==> src/hdl/iub_pkg.sv <==
// Shared types and constants of the UART / I2C bridge controller.
`default_nettype none
package iub_pkg;

   localparam int DEF_SERIAL_DEPTH = 64;
   localparam int DEF_BUS_DEPTH    = 64;

   localparam int CSR_INDEX_W = 2;
   localparam int CSR_DATA_W  = 7;

   localparam logic [CSR_INDEX_W-1:0] CSR_TRIGGER_LEVEL  = 2'd0;
   localparam logic [CSR_INDEX_W-1:0] CSR_TARGET_ADDRESS = 2'd1;

   localparam logic [6:0] TRIGGER_RESET = 7'd16;

   // I2C status codes (prescaler bits masked)
   localparam logic [7:0] I2C_MT_START     = 8'h08;
   localparam logic [7:0] I2C_MT_SLA_ACK   = 8'h18;
   localparam logic [7:0] I2C_MT_DATA_ACK  = 8'h28;
   localparam logic [7:0] I2C_MT_DATA_NACK = 8'h30;
   localparam logic [7:0] I2C_ARB_LOST     = 8'h38;
   localparam logic [7:0] I2C_SR_SLA_ACK   = 8'h60;
   localparam logic [7:0] I2C_SR_DATA_ACK  = 8'h80;
   localparam logic [7:0] I2C_SR_STOP      = 8'hA0;

   typedef enum logic [1:0] {
      FUNC_UART_RX    = 2'd0,
      FUNC_BUS_STATUS = 2'd1,
      FUNC_TX_EMPTY   = 2'd2,
      FUNC_POLL       = 2'd3
   } func_type;

   typedef enum logic [2:0] {
      CMD_NONE  = 3'd0,
      CMD_START = 3'd1,
      CMD_SEND  = 3'd2,
      CMD_STOP  = 3'd3,
      CMD_ACK   = 3'd4,
      CMD_NACK  = 3'd5
   } cmd_type;

   typedef enum logic [1:0] {
      MODE_STOPPED   = 2'd0,
      MODE_SENDING   = 2'd1,
      MODE_RECEIVING = 2'd2,
      MODE_BLOCKED   = 2'd3
   } mode_type;

   typedef enum logic {
      FSM_IDLE = 1'b0,
      FSM_EXEC = 1'b1
   } fsm_type;

endpackage
`default_nettype wire

==> src/hdl/iub_ifs.sv <==
// Request and response channel interfaces of the bridge controller.
`default_nettype none
interface iub_req_if;
   logic       valid;
   logic       ready;
   logic [1:0] func;
   logic [7:0] bus_status;
   logic [7:0] data_byte;

   modport source (output valid, func, bus_status, data_byte, input ready);
   modport sink   (input valid, func, bus_status, data_byte, output ready);
endinterface

interface iub_rsp_if;
   logic       valid;
   logic       ready;
   logic [2:0] bus_command;
   logic [7:0] bus_byte;
   logic       uart_send_valid;
   logic [7:0] uart_send_byte;
   logic       uart_ready_irq_on;
   logic       uart_side_full;
   logic       bus_side_full;

   modport source (output valid, bus_command, bus_byte, uart_send_valid, uart_send_byte,
                   uart_ready_irq_on, uart_side_full, bus_side_full, input ready);
   modport sink   (input valid, bus_command, bus_byte, uart_send_valid, uart_send_byte,
                   uart_ready_irq_on, uart_side_full, bus_side_full, output ready);
endinterface
`default_nettype wire

==> src/hdl/i2c_uart_bridge_controller.sv <==
// Top level of the UART / I2C bridge controller.
//
// Usage: every event of the UART or the I2C unit arrives as one item on the
// req_ch channel (func, bus_status, data_byte). Each item produces exactly one
// response item on rsp_ch: the I2C command to issue, a byte for the UART
// transmitter, the transmitter-empty interrupt enable and the two FIFO errors.
// Both FIFOs live in single-port synchronous memories; an item is read from
// them in the cycle it is accepted and written back when it commits to the
// output register.
// An accepted item is latched together with its memory read; the update stage then
// commits it to the output register, which makes the response valid. No new item
// is accepted until the previous one commits. A new item is taken while the
// previous response still waits; if the receiver stalls, the second item holds
// in the update stage until the output register frees. csr_we writes
// trigger_level (index 0) or target_address (index 1); other indexes are ignored.
// Reset (synchronous, active high) empties both FIFOs, stops the link,
// clears the pending request, marks the transmitter idle and loads
// trigger_level 16 and target_address 0. FIFO contents are not cleared.
`default_nettype none
module i2c_uart_bridge_controller #(
   parameter int SERIAL_DEPTH = iub_pkg::DEF_SERIAL_DEPTH,
   parameter int BUS_DEPTH    = iub_pkg::DEF_BUS_DEPTH
) (
   input  wire logic                             clock,
   input  wire logic                             reset,
   iub_req_if.sink                               req_ch,
   iub_rsp_if.source                             rsp_ch,
   input  wire logic                             csr_we,
   input  wire logic [iub_pkg::CSR_INDEX_W-1:0]  csr_index,
   input  wire logic [iub_pkg::CSR_DATA_W-1:0]   csr_wdata
);
   import iub_pkg::*;

   localparam int BA_W  = (BUS_DEPTH > 1) ? $clog2(BUS_DEPTH) : 1;
   localparam int BC_W  = $clog2(BUS_DEPTH + 1);
   localparam int SA_W  = (SERIAL_DEPTH > 1) ? $clog2(SERIAL_DEPTH) : 1;
   localparam int SC_W  = $clog2(SERIAL_DEPTH + 1);
   localparam int CMP_W = (BC_W > 7) ? BC_W : 7;

   localparam logic [BA_W-1:0] BUS_LAST    = BA_W'(BUS_DEPTH - 1);
   localparam logic [SA_W-1:0] SERIAL_LAST = SA_W'(SERIAL_DEPTH - 1);
   localparam logic [BC_W-1:0] BUS_FULL    = BC_W'(BUS_DEPTH);
   localparam logic [SC_W-1:0] SERIAL_FULL = SC_W'(SERIAL_DEPTH);

   // memories
   logic [7:0] bus_mem    [BUS_DEPTH];
   logic [7:0] serial_mem [SERIAL_DEPTH];

   // configuration
   logic [6:0] trigger_ff, trigger_in;
   logic [6:0] target_ff,  target_in;

   // control state
   fsm_type    fsm_ff, fsm_in;
   mode_type   mode_ff, mode_in;
   logic       pending_ff, pending_in;
   logic       tx_idle_ff, tx_idle_in;
   logic       irq_ff, irq_in;
   logic [BA_W-1:0] bus_head_ff, bus_head_in, bus_tail_ff, bus_tail_in;
   logic [BC_W-1:0] bus_cnt_ff, bus_cnt_in;
   logic [SA_W-1:0] ser_head_ff, ser_head_in, ser_tail_ff, ser_tail_in;
   logic [SC_W-1:0] ser_cnt_ff, ser_cnt_in;

   // latched item and read data
   func_type   func_ff;
   logic [7:0] status_ff;
   logic [7:0] data_ff;
   logic [7:0] bus_rd_ff;
   logic [7:0] ser_rd_ff;

   // response register
   logic       rsp_valid_ff, rsp_valid_in;
   cmd_type    rsp_cmd_ff, rsp_cmd_in;
   logic [7:0] rsp_bbyte_ff, rsp_bbyte_in;
   logic       rsp_uvalid_ff, rsp_uvalid_in;
   logic [7:0] rsp_ubyte_ff, rsp_ubyte_in;
   logic       rsp_irq_ff;
   logic       rsp_sfull_ff, rsp_sfull_in;
   logic       rsp_bfull_ff, rsp_bfull_in;

   logic            req_fire;
   logic            commit;
   logic [BA_W-1:0] bus_tail_nxt, bus_head_nxt, bus_rd_addr;
   logic [SA_W-1:0] ser_tail_nxt, ser_head_nxt;
   logic [BC_W-1:0] bus_cnt_inc, bus_cnt_dec;
   logic [SC_W-1:0] ser_cnt_inc, ser_cnt_dec;
   logic            bus_wr_en, ser_wr_en;

   assign req_ch.ready = (fsm_ff == FSM_IDLE);
   assign req_fire     = req_ch.valid && req_ch.ready;
   assign commit       = (fsm_ff == FSM_EXEC) && (!rsp_valid_ff || rsp_ch.ready);

   assign bus_tail_nxt = (bus_tail_ff == BUS_LAST) ? '0 : bus_tail_ff + 1'b1;
   assign bus_head_nxt = (bus_head_ff == BUS_LAST) ? '0 : bus_head_ff + 1'b1;
   assign ser_tail_nxt = (ser_tail_ff == SERIAL_LAST) ? '0 : ser_tail_ff + 1'b1;
   assign ser_head_nxt = (ser_head_ff == SERIAL_LAST) ? '0 : ser_head_ff + 1'b1;
   assign bus_cnt_inc  = bus_cnt_ff + 1'b1;
   assign bus_cnt_dec  = bus_cnt_ff - 1'b1;
   assign ser_cnt_inc  = ser_cnt_ff + 1'b1;
   assign ser_cnt_dec  = ser_cnt_ff - 1'b1;

   // data ACK drains first, so the next byte comes from one past the tail
   assign bus_rd_addr = (func_type'(req_ch.func) == FUNC_BUS_STATUS &&
                         req_ch.bus_status == I2C_MT_DATA_ACK &&
                         bus_cnt_ff != '0) ? bus_tail_nxt : bus_tail_ff;

   always_ff @(posedge clock) begin
      if (bus_wr_en) begin
         bus_mem[bus_head_ff] <= data_ff;
      end
      if (req_fire) begin
         bus_rd_ff <= bus_mem[bus_rd_addr];
      end
   end

   always_ff @(posedge clock) begin
      if (ser_wr_en) begin
         serial_mem[ser_head_ff] <= data_ff;
      end
      if (req_fire) begin
         ser_rd_ff <= serial_mem[ser_tail_ff];
      end
   end

   always_ff @(posedge clock) begin
      if (req_fire) begin
         func_ff   <= func_type'(req_ch.func);
         status_ff <= req_ch.bus_status;
         data_ff   <= req_ch.data_byte;
      end
      rsp_cmd_ff    <= rsp_cmd_in;
      rsp_bbyte_ff  <= rsp_bbyte_in;
      rsp_uvalid_ff <= rsp_uvalid_in;
      rsp_ubyte_ff  <= rsp_ubyte_in;
      rsp_sfull_ff  <= rsp_sfull_in;
      rsp_bfull_ff  <= rsp_bfull_in;
      if (commit) begin
         rsp_irq_ff <= irq_in;
      end
   end

   always_ff @(posedge clock) begin
      if (reset) begin
         fsm_ff       <= FSM_IDLE;
         mode_ff      <= MODE_STOPPED;
         pending_ff   <= 1'b0;
         tx_idle_ff   <= 1'b1;
         irq_ff       <= 1'b0;
         bus_head_ff  <= '0;
         bus_tail_ff  <= '0;
         bus_cnt_ff   <= '0;
         ser_head_ff  <= '0;
         ser_tail_ff  <= '0;
         ser_cnt_ff   <= '0;
         rsp_valid_ff <= 1'b0;
         trigger_ff   <= TRIGGER_RESET;
         target_ff    <= '0;
      end else begin
         fsm_ff       <= fsm_in;
         mode_ff      <= mode_in;
         pending_ff   <= pending_in;
         tx_idle_ff   <= tx_idle_in;
         irq_ff       <= irq_in;
         bus_head_ff  <= bus_head_in;
         bus_tail_ff  <= bus_tail_in;
         bus_cnt_ff   <= bus_cnt_in;
         ser_head_ff  <= ser_head_in;
         ser_tail_ff  <= ser_tail_in;
         ser_cnt_ff   <= ser_cnt_in;
         rsp_valid_ff <= rsp_valid_in;
         trigger_ff   <= trigger_in;
         target_ff    <= target_in;
      end
   end

   always_comb begin
      trigger_in = trigger_ff;
      target_in  = target_ff;
      if (csr_we) begin
         case (csr_index)
            CSR_TRIGGER_LEVEL:  trigger_in = csr_wdata;
            CSR_TARGET_ADDRESS: target_in  = csr_wdata;
            default: ;
         endcase
      end
   end

   always_comb begin
      fsm_in        = fsm_ff;
      mode_in       = mode_ff;
      pending_in    = pending_ff;
      tx_idle_in    = tx_idle_ff;
      irq_in        = irq_ff;
      bus_head_in   = bus_head_ff;
      bus_tail_in   = bus_tail_ff;
      bus_cnt_in    = bus_cnt_ff;
      ser_head_in   = ser_head_ff;
      ser_tail_in   = ser_tail_ff;
      ser_cnt_in    = ser_cnt_ff;
      bus_wr_en     = 1'b0;
      ser_wr_en     = 1'b0;
      rsp_valid_in  = rsp_valid_ff && !rsp_ch.ready;
      rsp_cmd_in    = rsp_cmd_ff;
      rsp_bbyte_in  = rsp_bbyte_ff;
      rsp_uvalid_in = rsp_uvalid_ff;
      rsp_ubyte_in  = rsp_ubyte_ff;
      rsp_sfull_in  = rsp_sfull_ff;
      rsp_bfull_in  = rsp_bfull_ff;

      case (fsm_ff)
         FSM_IDLE: begin
            if (req_fire) begin
               fsm_in = FSM_EXEC;
            end
         end
         FSM_EXEC: begin
            if (commit) begin
               fsm_in        = FSM_IDLE;
               rsp_valid_in  = 1'b1;
               rsp_cmd_in    = CMD_NONE;
               rsp_bbyte_in  = '0;
               rsp_uvalid_in = 1'b0;
               rsp_ubyte_in  = '0;
               rsp_sfull_in  = 1'b0;
               rsp_bfull_in  = 1'b0;
               case (func_ff)
                  FUNC_UART_RX: begin
                     if (bus_cnt_ff != BUS_FULL) begin
                        bus_wr_en   = 1'b1;
                        bus_cnt_in  = bus_cnt_inc;
                        bus_head_in = bus_head_nxt;
                        if (CMP_W'(bus_cnt_inc) >= CMP_W'(trigger_ff)) begin
                           pending_in = 1'b1;
                        end
                     end else begin
                        rsp_bfull_in = 1'b1;
                     end
                  end
                  FUNC_BUS_STATUS: begin
                     case (status_ff)
                        I2C_MT_START: begin
                           rsp_cmd_in   = CMD_SEND;
                           rsp_bbyte_in = {target_ff, 1'b0};
                        end
                        I2C_MT_SLA_ACK: begin
                           rsp_cmd_in   = CMD_SEND;
                           rsp_bbyte_in = bus_rd_ff;
                        end
                        I2C_MT_DATA_ACK: begin
                           if (bus_cnt_ff > BC_W'(1)) begin
                              bus_cnt_in   = bus_cnt_dec;
                              bus_tail_in  = bus_tail_nxt;
                              rsp_cmd_in   = CMD_SEND;
                              rsp_bbyte_in = bus_rd_ff;
                           end else begin
                              bus_cnt_in  = '0;
                              bus_head_in = '0;
                              bus_tail_in = '0;
                              mode_in     = MODE_STOPPED;
                              rsp_cmd_in  = CMD_STOP;
                           end
                        end
                        I2C_MT_DATA_NACK: begin
                           mode_in    = MODE_STOPPED;
                           rsp_cmd_in = CMD_STOP;
                        end
                        I2C_ARB_LOST: begin
                           rsp_cmd_in = CMD_NONE;
                        end
                        I2C_SR_SLA_ACK: begin
                           mode_in    = MODE_RECEIVING;
                           rsp_cmd_in = (ser_cnt_ff != SERIAL_FULL) ? CMD_ACK : CMD_NACK;
                        end
                        I2C_SR_DATA_ACK: begin
                           if (ser_cnt_ff == '0 && tx_idle_ff) begin
                              rsp_uvalid_in = 1'b1;
                              rsp_ubyte_in  = data_ff;
                              tx_idle_in    = 1'b0;
                              irq_in        = 1'b1;
                              rsp_cmd_in    = CMD_ACK;
                           end else if (ser_cnt_ff != SERIAL_FULL) begin
                              ser_wr_en   = 1'b1;
                              ser_head_in = ser_head_nxt;
                              ser_cnt_in  = ser_cnt_inc;
                              if (ser_cnt_inc != SERIAL_FULL) begin
                                 rsp_cmd_in = CMD_ACK;
                              end else begin
                                 rsp_sfull_in = 1'b1;
                                 mode_in      = MODE_BLOCKED;
                                 rsp_cmd_in   = CMD_NACK;
                              end
                           end else begin
                              rsp_sfull_in = 1'b1;
                              mode_in      = MODE_BLOCKED;
                              rsp_cmd_in   = CMD_NACK;
                           end
                        end
                        I2C_SR_STOP: begin
                           mode_in    = MODE_STOPPED;
                           rsp_cmd_in = CMD_ACK;
                        end
                        default: begin
                           rsp_cmd_in = CMD_ACK;
                        end
                     endcase
                  end
                  FUNC_TX_EMPTY: begin
                     if (irq_ff) begin
                        if (ser_cnt_ff != '0) begin
                           rsp_uvalid_in = 1'b1;
                           rsp_ubyte_in  = ser_rd_ff;
                           ser_cnt_in    = ser_cnt_dec;
                           if (ser_cnt_dec != '0) begin
                              ser_tail_in = ser_tail_nxt;
                           end else begin
                              ser_head_in = '0;
                              ser_tail_in = '0;
                           end
                        end else begin
                           irq_in     = 1'b0;
                           tx_idle_in = 1'b1;
                        end
                     end
                  end
                  FUNC_POLL: begin
                     if (pending_ff && mode_ff == MODE_STOPPED) begin
                        pending_in = 1'b0;
                        mode_in    = MODE_SENDING;
                        rsp_cmd_in = CMD_START;
                     end
                  end
                  default: ;
               endcase
            end
         end
         default: begin
            fsm_in = FSM_IDLE;
         end
      endcase
   end

   assign rsp_ch.valid             = rsp_valid_ff;
   assign rsp_ch.bus_command       = rsp_cmd_ff;
   assign rsp_ch.bus_byte          = rsp_bbyte_ff;
   assign rsp_ch.uart_send_valid   = rsp_uvalid_ff;
   assign rsp_ch.uart_send_byte    = rsp_ubyte_ff;
   assign rsp_ch.uart_ready_irq_on = rsp_irq_ff;
   assign rsp_ch.uart_side_full    = rsp_sfull_ff;
   assign rsp_ch.bus_side_full     = rsp_bfull_ff;

`ifndef SYNTHESIS
   a_bus_cnt_bound: assert property (@(posedge clock) disable iff (reset)
      bus_cnt_ff <= BUS_FULL)
      else $error("bus FIFO count above depth");

   a_ser_cnt_bound: assert property (@(posedge clock) disable iff (reset)
      ser_cnt_ff <= SERIAL_FULL)
      else $error("serial FIFO count above depth");

   a_irq_tx_busy: assert property (@(posedge clock) disable iff (reset)
      irq_ff == !tx_idle_ff)
      else $error("transmitter-empty enable out of step with transmitter state");

   a_accept_to_exec: assert property (@(posedge clock) disable iff (reset)
      req_fire |=> (fsm_ff == FSM_EXEC))
      else $error("accepted item did not enter update stage");

   a_commit_valid: assert property (@(posedge clock) disable iff (reset)
      commit |=> rsp_valid_ff)
      else $error("committed item produced no response");
`endif

endmodule
`default_nettype wire
==> src/flat_wrapper.sv <==
// flat-port wrapper written by rule: the top's interface ports become plain ports
module i2c_uart_bridge_controller_flat import iub_pkg::*;
#(
   parameter int SERIAL_DEPTH = iub_pkg::DEF_SERIAL_DEPTH,
   parameter int BUS_DEPTH    = iub_pkg::DEF_BUS_DEPTH
)
  (clock, reset, csr_we, csr_index, csr_wdata, req_ch_valid, req_ch_func, req_ch_bus_status, req_ch_data_byte, req_ch_ready, rsp_ch_valid, rsp_ch_bus_command, rsp_ch_bus_byte, rsp_ch_uart_send_valid, rsp_ch_uart_send_byte, rsp_ch_uart_ready_irq_on, rsp_ch_uart_side_full, rsp_ch_bus_side_full, rsp_ch_ready);
  iub_req_if req_ch_i ();
  iub_rsp_if rsp_ch_i ();
  input  wire logic clock;
  input  wire logic reset;
  input  wire logic csr_we;
  input  wire logic [iub_pkg::CSR_INDEX_W-1:0] csr_index;
  input  wire logic [iub_pkg::CSR_DATA_W-1:0] csr_wdata;
  input wire logic [$bits(req_ch_i.valid)-1:0] req_ch_valid;
  input wire logic [$bits(req_ch_i.func)-1:0] req_ch_func;
  input wire logic [$bits(req_ch_i.bus_status)-1:0] req_ch_bus_status;
  input wire logic [$bits(req_ch_i.data_byte)-1:0] req_ch_data_byte;
  output wire logic [$bits(req_ch_i.ready)-1:0] req_ch_ready;
  output wire logic [$bits(rsp_ch_i.valid)-1:0] rsp_ch_valid;
  output wire logic [$bits(rsp_ch_i.bus_command)-1:0] rsp_ch_bus_command;
  output wire logic [$bits(rsp_ch_i.bus_byte)-1:0] rsp_ch_bus_byte;
  output wire logic [$bits(rsp_ch_i.uart_send_valid)-1:0] rsp_ch_uart_send_valid;
  output wire logic [$bits(rsp_ch_i.uart_send_byte)-1:0] rsp_ch_uart_send_byte;
  output wire logic [$bits(rsp_ch_i.uart_ready_irq_on)-1:0] rsp_ch_uart_ready_irq_on;
  output wire logic [$bits(rsp_ch_i.uart_side_full)-1:0] rsp_ch_uart_side_full;
  output wire logic [$bits(rsp_ch_i.bus_side_full)-1:0] rsp_ch_bus_side_full;
  input wire logic [$bits(rsp_ch_i.ready)-1:0] rsp_ch_ready;
  assign req_ch_i.valid = req_ch_valid;
  assign req_ch_i.func = req_ch_func;
  assign req_ch_i.bus_status = req_ch_bus_status;
  assign req_ch_i.data_byte = req_ch_data_byte;
  assign req_ch_ready = req_ch_i.ready;
  assign rsp_ch_valid = rsp_ch_i.valid;
  assign rsp_ch_bus_command = rsp_ch_i.bus_command;
  assign rsp_ch_bus_byte = rsp_ch_i.bus_byte;
  assign rsp_ch_uart_send_valid = rsp_ch_i.uart_send_valid;
  assign rsp_ch_uart_send_byte = rsp_ch_i.uart_send_byte;
  assign rsp_ch_uart_ready_irq_on = rsp_ch_i.uart_ready_irq_on;
  assign rsp_ch_uart_side_full = rsp_ch_i.uart_side_full;
  assign rsp_ch_bus_side_full = rsp_ch_i.bus_side_full;
  assign rsp_ch_i.ready = rsp_ch_ready;
  i2c_uart_bridge_controller #(.SERIAL_DEPTH(SERIAL_DEPTH), .BUS_DEPTH(BUS_DEPTH)) u_core (.clock(clock), .reset(reset), .req_ch(req_ch_i), .rsp_ch(rsp_ch_i), .csr_we(csr_we), .csr_index(csr_index), .csr_wdata(csr_wdata));
endmodule
==> config.mk <==
export PLATFORM = sky130hd
export DESIGN_NAME = i2c_uart_bridge_controller_flat
export DESIGN_NICKNAME = d
export VERILOG_FILES = /design/src/hdl/iub_pkg.sv /design/src/hdl/iub_ifs.sv /design/src/hdl/i2c_uart_bridge_controller.sv /design/src/flat_wrapper.sv
export SDC_FILE = /design/constraint.sdc
export NUM_CORES = 1
export LEC_CHECK = 0
export BUFFER_PORTS_ARGS = -buffer_cell sky130_fd_sc_hd__buf_2
export CORE_MARGIN = 2
export CORE_UTILIZATION = 55
export CTS_CLUSTER_SIZE = 16
export DETAILED_ROUTE_END_ITERATION = 6
export PLACE_DENSITY_LB_ADDON = 0.08
export SYNTH_ARGS = -nofsm -noshare
export SYNTH_HDL_FRONTEND = slang
export SYNTH_SLANG_ARGS = --single-unit
export TNS_END_PERCENT = 100
==> constraint.sdc <==
create_clock -name clock -period 4.6 [get_ports clock]
set_input_delay 0 -clock clock [delete_from_list [all_inputs] [get_ports clock]]
set_output_delay 0 -clock clock [all_outputs]
set_load 0.02 [all_outputs]
==> run_results.csv, run 1 <==
group,metric,value,unit
global_routing,grt_max_degree,130,
pwr,leakagePower,16.59,nW
global_routing,antenna_found_initial,1,
synthesis,ys.flop_type,"edfxtp_1",
die,start_util,55.62,%
global_routing,grt_pass1_wl,158100,microns
synthesis,avgSynthCellArea,17.85,sq um
detailed_routing,route.detailed.drc,0,
sta,slew_viol_final,0,
finish,final_area,51950,sq um
clocking,clk_pin_slew_worst_paths,60,ps
synthesis,ys_ff_latch,1140,
sta,rsz0062_at_grt,"false",
clocking,clock_latency,690,ps
critical_path,critPathArrivalTime,4970,ps
sta,hold_viol_final,0,
critical_path,start_kind,"register",
critical_path,r2r_slack,180,ps
critical_path,reg2reg_from,"u_core.bus_tail_ff[0]",
die,coreArea,82110,sq um
finish,layout-drive-gt1-share,22.04,%
finish,final_cell_mix,"edfxtp_1 (1081), mux4_2 (248), nor2_1 (218)",
sta,tightest_slew,1372,ps
detailed_routing,wire_per_inst,27.07,microns
min_path,min_path_type,"input port to register",
synthesis,syn_area,45670,sq um
placed_design,placed_area,47790,sq um
critical_path,r2r_cells,11,
global_routing,grt_pass1_vias,24431,
sta,slew_headroom,6.158,%
die,ioPinCount,57,
global_routing,track_usage,25.13,%
sta,setup_tns,0,ps
synthesis,synthCells,2558,
global_routing,grt_overflow,0,
detailed_routing,ant_nets,0,
synthesis,async_flop_share,0,%
finish,fin_nets,2802,
min_path,min-delay-start,"req_ch_data_byte[3]",
sta,setup_viol,0,
job,maxCapViolations,0,
clocking,clk_path_buf_depth,3,
sta,whs,34.47,ps
detailed_routing,num_vias,24356,
synthesis,ys_seq_area_share,73.67,%
finish,final_common_cell,"edfxtp_1",
critical_path,cp.required,5150,ps
placed_design,dpl.hpwl,66180,microns
min_path,whs_path_depth,2,
min_path,min_to,"u_core.data_ff[3]",
finish,fin_cells,3915,
die,dieArea,85350,sq um
outcome,status,"completed",
synthesis,synth_edf_count,1081,
detailed_routing,via_per_inst,6.221,
sta,fin_skew,22.81,ps
synthesis,ys_types,70,
pwr,power_density,407.7,nW/um^2
critical_path,path_class,"register to register",
placed_design,io_buffers,56,
detailed_routing,wl,106000,microns
detailed_routing,drt_iter0_markers,2323,
placed_design,dp.cells,3665,
die,die_h,292.2,microns
sta,finalCritPeriodShare,96.01,%
critical_path,crit_fanout,37,
clocking,cts_inserted_buffers,112,
clocking,cts_tree,"built",
placed_design,gp_congestion,0.9146,
die,die_w,292.2,microns
die,rows,105,
clocking,clock-sinks,1140,
synthesis,ys_warn_count,0,
clocking,cts_root_buf,"clkbuf_16",
sta,min_period,4416,ps
finish,antenna_cells,0,
critical_path,critPathCaptureType,"register",
pwr,vdd_drop_max,522.7,uV
sta,fmax,0.2264,GHz
clocking,post_cts_buffers,0,
synthesis,postSynthNetCount,2612,
critical_path,r2r_end,"u_core.bus_rd_ff[2]",
detailed_routing,drt_first_pass_iters,6,
finish,syn_to_final_growth,13.77,%
clocking,cts_htree_levels,3,
synth_stat cells (all sizes together), types with 4 or more instances:
cell,n,area [sq um]
nor2,219,838.3
a22oi,33,247.7
a31oi,4,25.02
and3,5,31.28
mux2i,60,604.3
inv,24,90.09
o21ai,33,165.2
a2111oi,9,78.83
edfxtp,1081,32460
nand4b,4,35.03
nor3b,6,45.04
o211ai,6,45.04
a211oi,4,30.03
a21oi,77,385.4
nor4,4,25.02
or4,12,90.09
nand4,4,25.02
and2,9,56.30
buf,50,299.0
o221ai,8,70.07
ha,22,275.3
dfxtp,59,1181
nor3,39,195.2
mux2,4,45.04
nand3b,16,120.1
a21o,7,52.55
a311oi,20,175.2
nor2b,18,112.6
nand3,73,365.4
or3b,4,35.03
nand2b,11,71.32
xnor2,6,52.55
xor2,13,113.9
or3,10,62.56
mux4,248,5585
nand2,214,805.8
a221oi,16,140.1
clkbuf,98,367.9
power by group:
part           switching (W)  total, W  internal (W)  leakage (nW)
sequential         0.0000505    0.0115        0.0114          10.2
clock                0.00391   0.00930       0.00539          1.83
combinational       0.000314  0.000418      0.000104          4.54
kinds of logic after synthesis:
group                    synth area share [%]
flip-flops                              73.67
AND/OR/NAND/NOR                         6.535
multiplexers                            13.65
AO/OA/AOI/OAI                           3.518
buffers and inverters                   1.658
adder cells (fa/ha/maj)                0.6028
XOR/XNOR                               0.3644
state kept, by name, indices dropped and copies added (netlist names), 3 cells and up:
name                          cells
u_core.ser_rd_ff                  8
u_core.bus_head_ff                6
u_core.target_ff                  7
u_core.rsp_ch.uart_send_byte      8
u_core.rsp_ch.bus_byte            8
u_core.bus_rd_ff                  8
u_core.ser_head_ff                6
u_core.status_ff                  8
u_core.data_ff                    8
u_core.bus_tail_ff                6
u_core.serial_mem               512
u_core.rsp_ch.bus_command         3
u_core.bus_cnt_ff                 7
u_core.bus_mem                  512
u_core.ser_tail_ff                6
u_core.ser_cnt_ff                 7
u_core.trigger_ff                 7
how the worst max path moves through the flow:
stage	startpoint	endpoint	slack, ps	cells past startpoint
global route	u_core.bus_tail_ff[0]	u_core.bus_rd_ff[3]	70	11
floorplan	u_core.bus_cnt_ff[0]	u_core.bus_rd_ff[6]	1240	13
finish	u_core.bus_tail_ff[0]	u_core.bus_rd_ff[2]	180	11
global placement	u_core.bus_cnt_ff[3]	u_core.bus_rd_ff[2]	220	10
detailed placement	u_core.bus_cnt_ff[0]	u_core.bus_rd_ff[2]	200	11
CTS	u_core.bus_cnt_ff[0]	u_core.bus_rd_ff[2]	180	11
stage by stage:
stage                     total power, W  worst slack, ps  util, %
final                            0.02118            183.6    63.27
after global placement           0.01206            220.8    58.21
after detailed placement         0.01208            199.9    58.21
after floorplan                  0.01188             1244        -
after global routing             0.02176            73.95    63.27
after CTS                        0.02132            181.2    63.27
timing repair:
action                                 in CTS  in global routing
hold buffers                               39                  0
endpoints found under the hold margin      69                  0
resized for setup                           0                  0
per-layer routing:
metal | up-vias | global-route usage, % | share of wire [%]
met5 | - | 0 | 0
li1 | 10624 | - | -
met2 | 916 | 40.39 | 48
met1 | 12598 | 35.10 | 41
met4 | 0 | 10.66 | 4.4
met3 | 218 | 3.395 | 6.1
cell type report:
type / count / area [sq um]
repair buffers: 224 / 1802
clock buffers: 144 / 3013
clock inverters: 67 / 759.5
flip-flops and latches: 1140 / 33650
well taps: 1070 / 1339
multi-input cells: 1246 / 11300
inverters: 24 / 90.09
fillers: 5740 / 30160
critical path, cell delays in order, from the launching register on:
cell and delay [ps]:
dfxtp_1 410, ha_1 280, nand3_1 260, nor2_1 110
nor2_1 220, mux2_2 810, buf_4 440, nand2_1 90
nand3_1 120, a21oi_1 80, a2111oi_0 1150, or4_1 270
Note: power is estimated with default switching activity, not from simulation.
==> run 2, diff against run 1 <==
--- a/config.mk
+++ b/config.mk
@@ -5,6 +5,7 @@
 export SDC_FILE = /design/constraint.sdc
 export NUM_CORES = 1
 export LEC_CHECK = 0
+export ABC_AREA = 1
 export BUFFER_PORTS_ARGS = -buffer_cell sky130_fd_sc_hd__buf_2
 export CORE_MARGIN = 2
 export CORE_UTILIZATION = 55
==> run_results.csv, run 2 <==
group,metric,value,unit
detailed_routing,via_per_inst,5.642,
critical_path,max_stage_delay,610,ps
placed_design,dp.cells,5518,
synthesis,ys_warn_count,0,
synthesis,ys_ff_latch,1140,
synthesis,postSynthNetCount,4508,
global_routing,antenna_found_initial,1,
sta,setup_tns,0,ps
detailed_routing,drt_iter0_markers,3323,
global_routing,track_usage,27.61,%
critical_path,critPathCaptureType,"register",
critical_path,crit_family,"simple AND/OR/NAND/NOR gates",
die,dieArea,90890,sq um
detailed_routing,route.detailed.drc,0,
die,rows,109,
pwr,power_density,389.4,nW/um^2
global_routing,grt_overflow,0,
detailed_routing,num_vias,32617,
critical_path,crit_fanout,95,
synthesis,synth_area_leader_cell,"edfxtp_1",
clocking,cts_tree,"built",
synthesis,synth_area_leaders,"edfxtp_1 (67%), nand3_1 (6.2%), nand2_1 (5.5%)",
clocking,cts_htree_levels,3,
detailed_routing,wl_met2,60590,microns
critical_path,critPathBufInv,3,
outcome,status,"completed",
detailed_routing,wl_met1,52560,microns
finish,post-route-util,61.69,%
detailed_routing,wl,125500,microns
die,start_util,55.24,%
sta,fin_skew,25.76,ps
detailed_routing,wl_met3,7787,microns
sta,slew_viol_final,0,
finish,syn_to_final_growth,11.66,%
critical_path,cp_slowest_cell,"nand2_8",
finish,fillers,7082,
critical_path,start_kind,"register",
synthesis,syn_area,48670,sq um
job,maxCapViolations,0,
finish,final_common_cell,"edfxtp_1",
sta,slew_headroom,6.926,%
global_routing,grt_pass1_wl,189800,microns
clocking,cts_resized,0,
clocking,clock-sinks,1140,
placed_design,gp_congestion,0.9032,
critical_path,worst_path_most_repeated_cell,"nand3_1",
die,ioPinCount,57,
synthesis,ys.flop_type,"edfxtp_1",
synthesis,yosysTopAreaCellShare,66.70,%
sta,finalCritPeriodShare,77.90,%
finish,antenna_cells,0,
sta,rsz0062_at_grt,"false",
die,die_h,301.5,microns
detailed_routing,topRoutingLayerUsed,"met4",
sta,timing.final.ws_setup,1017,ps
synthesis,yosysMostFrequentCell,"edfxtp_1",
clocking,clock_latency,700,ps
detailed_routing,ant_nets,0,
critical_path,critPathArrivalTime,4020,ps
sta,fmax,0.2791,GHz
clocking,clk_path_buf_depth,3,
synthesis,async_flop_share,0,%
sta,tightest_slew,1396,ps
sta,setup_viol,0,
finish,fin_nets,4574,
pwr,vdd_drop_max,357.0,uV
finish,final_area,54350,sq um
finish,biggestRegsByFlops,"u_core.bus_mem: 512 flops, u_core.serial_mem: 512 flops",
clocking,cts_root_buf,"clkbuf_16",
sta,min_period,3583,ps
min_path,min_path_type,"input port to register",
die,die_w,301.5,microns
pwr,leakagePower,20.31,nW
synthesis,ys_types,47,
clocking,clk_pin_slew_worst_paths,60,ps
detailed_routing,drt_first_pass_iters,6,
critical_path,cp.required,5040,ps
placed_design,place_ws,1056,ps
sta,hold_viol_final,0,
synthesis,ys_seq_area_share,69.12,%
finish,fin_cells,5781,
critical_path,path_class,"register to register",
critical_path,crit_path_cell_trace,"inv_1, ha_1, inv_1, nor2_2, nand2_4, nand3_2, nand2_8, buf_12, nand2_1, nand3_1, nand3_1, nand3_1, nand3_1, nand3_1, nand2_1",
synthesis,synthTopCellsByCount,"edfxtp_1 (1081), nand2_1 (714), inv_1 (604)",
die,coreArea,88100,sq um
clocking,hold_buffers,50,
finish,final_cell_mix,"edfxtp_1 (1081), nand2_1 (713), inv_1 (602)",
global_routing,grt_max_degree,132,
placed_design,placed_area,50150,sq um
placed_design,dpl.hpwl,73510,microns
clocking,cts_inserted_buffers,115,
placed_design,io_buffers,56,
clocking,post_cts_buffers,0,
synthesis,synth_edf_count,1081,
synthesis,avgSynthCellArea,10.93,sq um
finish,layout-drive-gt1-share,7.214,%
detailed_routing,wire_per_inst,21.70,microns
synthesis,synthCells,4454,
global_routing,grt_pass1_vias,31042,
run 2: changes by cell type after synthesis, moves of 59 or more:
cell / previous run / this run
mux4_2: 248 / 0
mux2i_1: 59 / 0
nand3_1: 73 / 602
nor2_1: 218 / 475
o21ai_0: 33 / 301
inv_1: 24 / 604
nand2_1: 213 / 714
o22ai_1: 2 / 86
run 2: metal layers:
layer | up-vias | track usage, %
li1 | 15425 | -
met1 | 15783 | 38.12
met2 | 1183 | 45.54
met3 | 226 | 3.487
met4 | 0 | 9.571
met5 | - | 0
run 2: cell type report:
type                    instances  area (sq um)  area share, %
flip-flops and latches       1140         33650          61.92
multi-input cells            2471         11710          21.55
clock buffers                 144          3018          5.553
inverters                     615          2317          4.264
repair buffers                177          1514          2.786
well taps                    1165          1458          2.682
clock inverters                69         678.2          1.248
run 2: worst paths after layout:
check | slack [ps] | depth (start not counted) | end | from
hold reg to reg | 460 | 2 | u_core.pending_ff | u_core.pending_ff
setup / recovery | 1020 | 15 | u_core.bus_rd_ff[6] | u_core.bus_cnt_ff[0]
setup reg to reg | 1020 | 15 | u_core.bus_rd_ff[6] | u_core.bus_cnt_ff[0]
hold / removal | 30 | 2 | u_core.status_ff[3] | req_ch_bus_status[3]
run 2: cells by family (layout without fill, tap and decap cells):
kind of cell             Yosys count  in the layout  share of synthesized area (%)
AO/OA/AOI/OAI                    569            569                          6.710
buffers and inverters            843           1005                          6.967
flip-flops                      1140           1140                          69.12
XOR/XNOR                          15             15                         0.2699
adder cells (fa/ha/maj)           22             22                         0.5656
AND/OR/NAND/NOR                 1865           1865                          16.37
run 2: stage by stage:
| step | total power, W | hold slack (ps) |
|---|---|---|
| floorplan | 0.01191 | 98.87 |
| global placement | 0.01211 | 178.1 |
| detailed placement | 0.01212 | 178.8 |
| CTS | 0.02127 | 1.839 |
| global route | 0.02169 | 1.023 |
| finish | 0.02116 | 32.90 |
run 2: power breakdown:
group | internal (W) | switching, W | leakage (nW) | total (W)
Combinational | 0.000115 | 0.000368 | 8.30 | 0.000483
Sequential | 0.0114 | 0.0000353 | 10.2 | 0.0115
Clock | 0.00531 | 0.00391 | 1.80 | 0.00922
Total | 0.0168 | 0.00432 | 20.3 | 0.0212
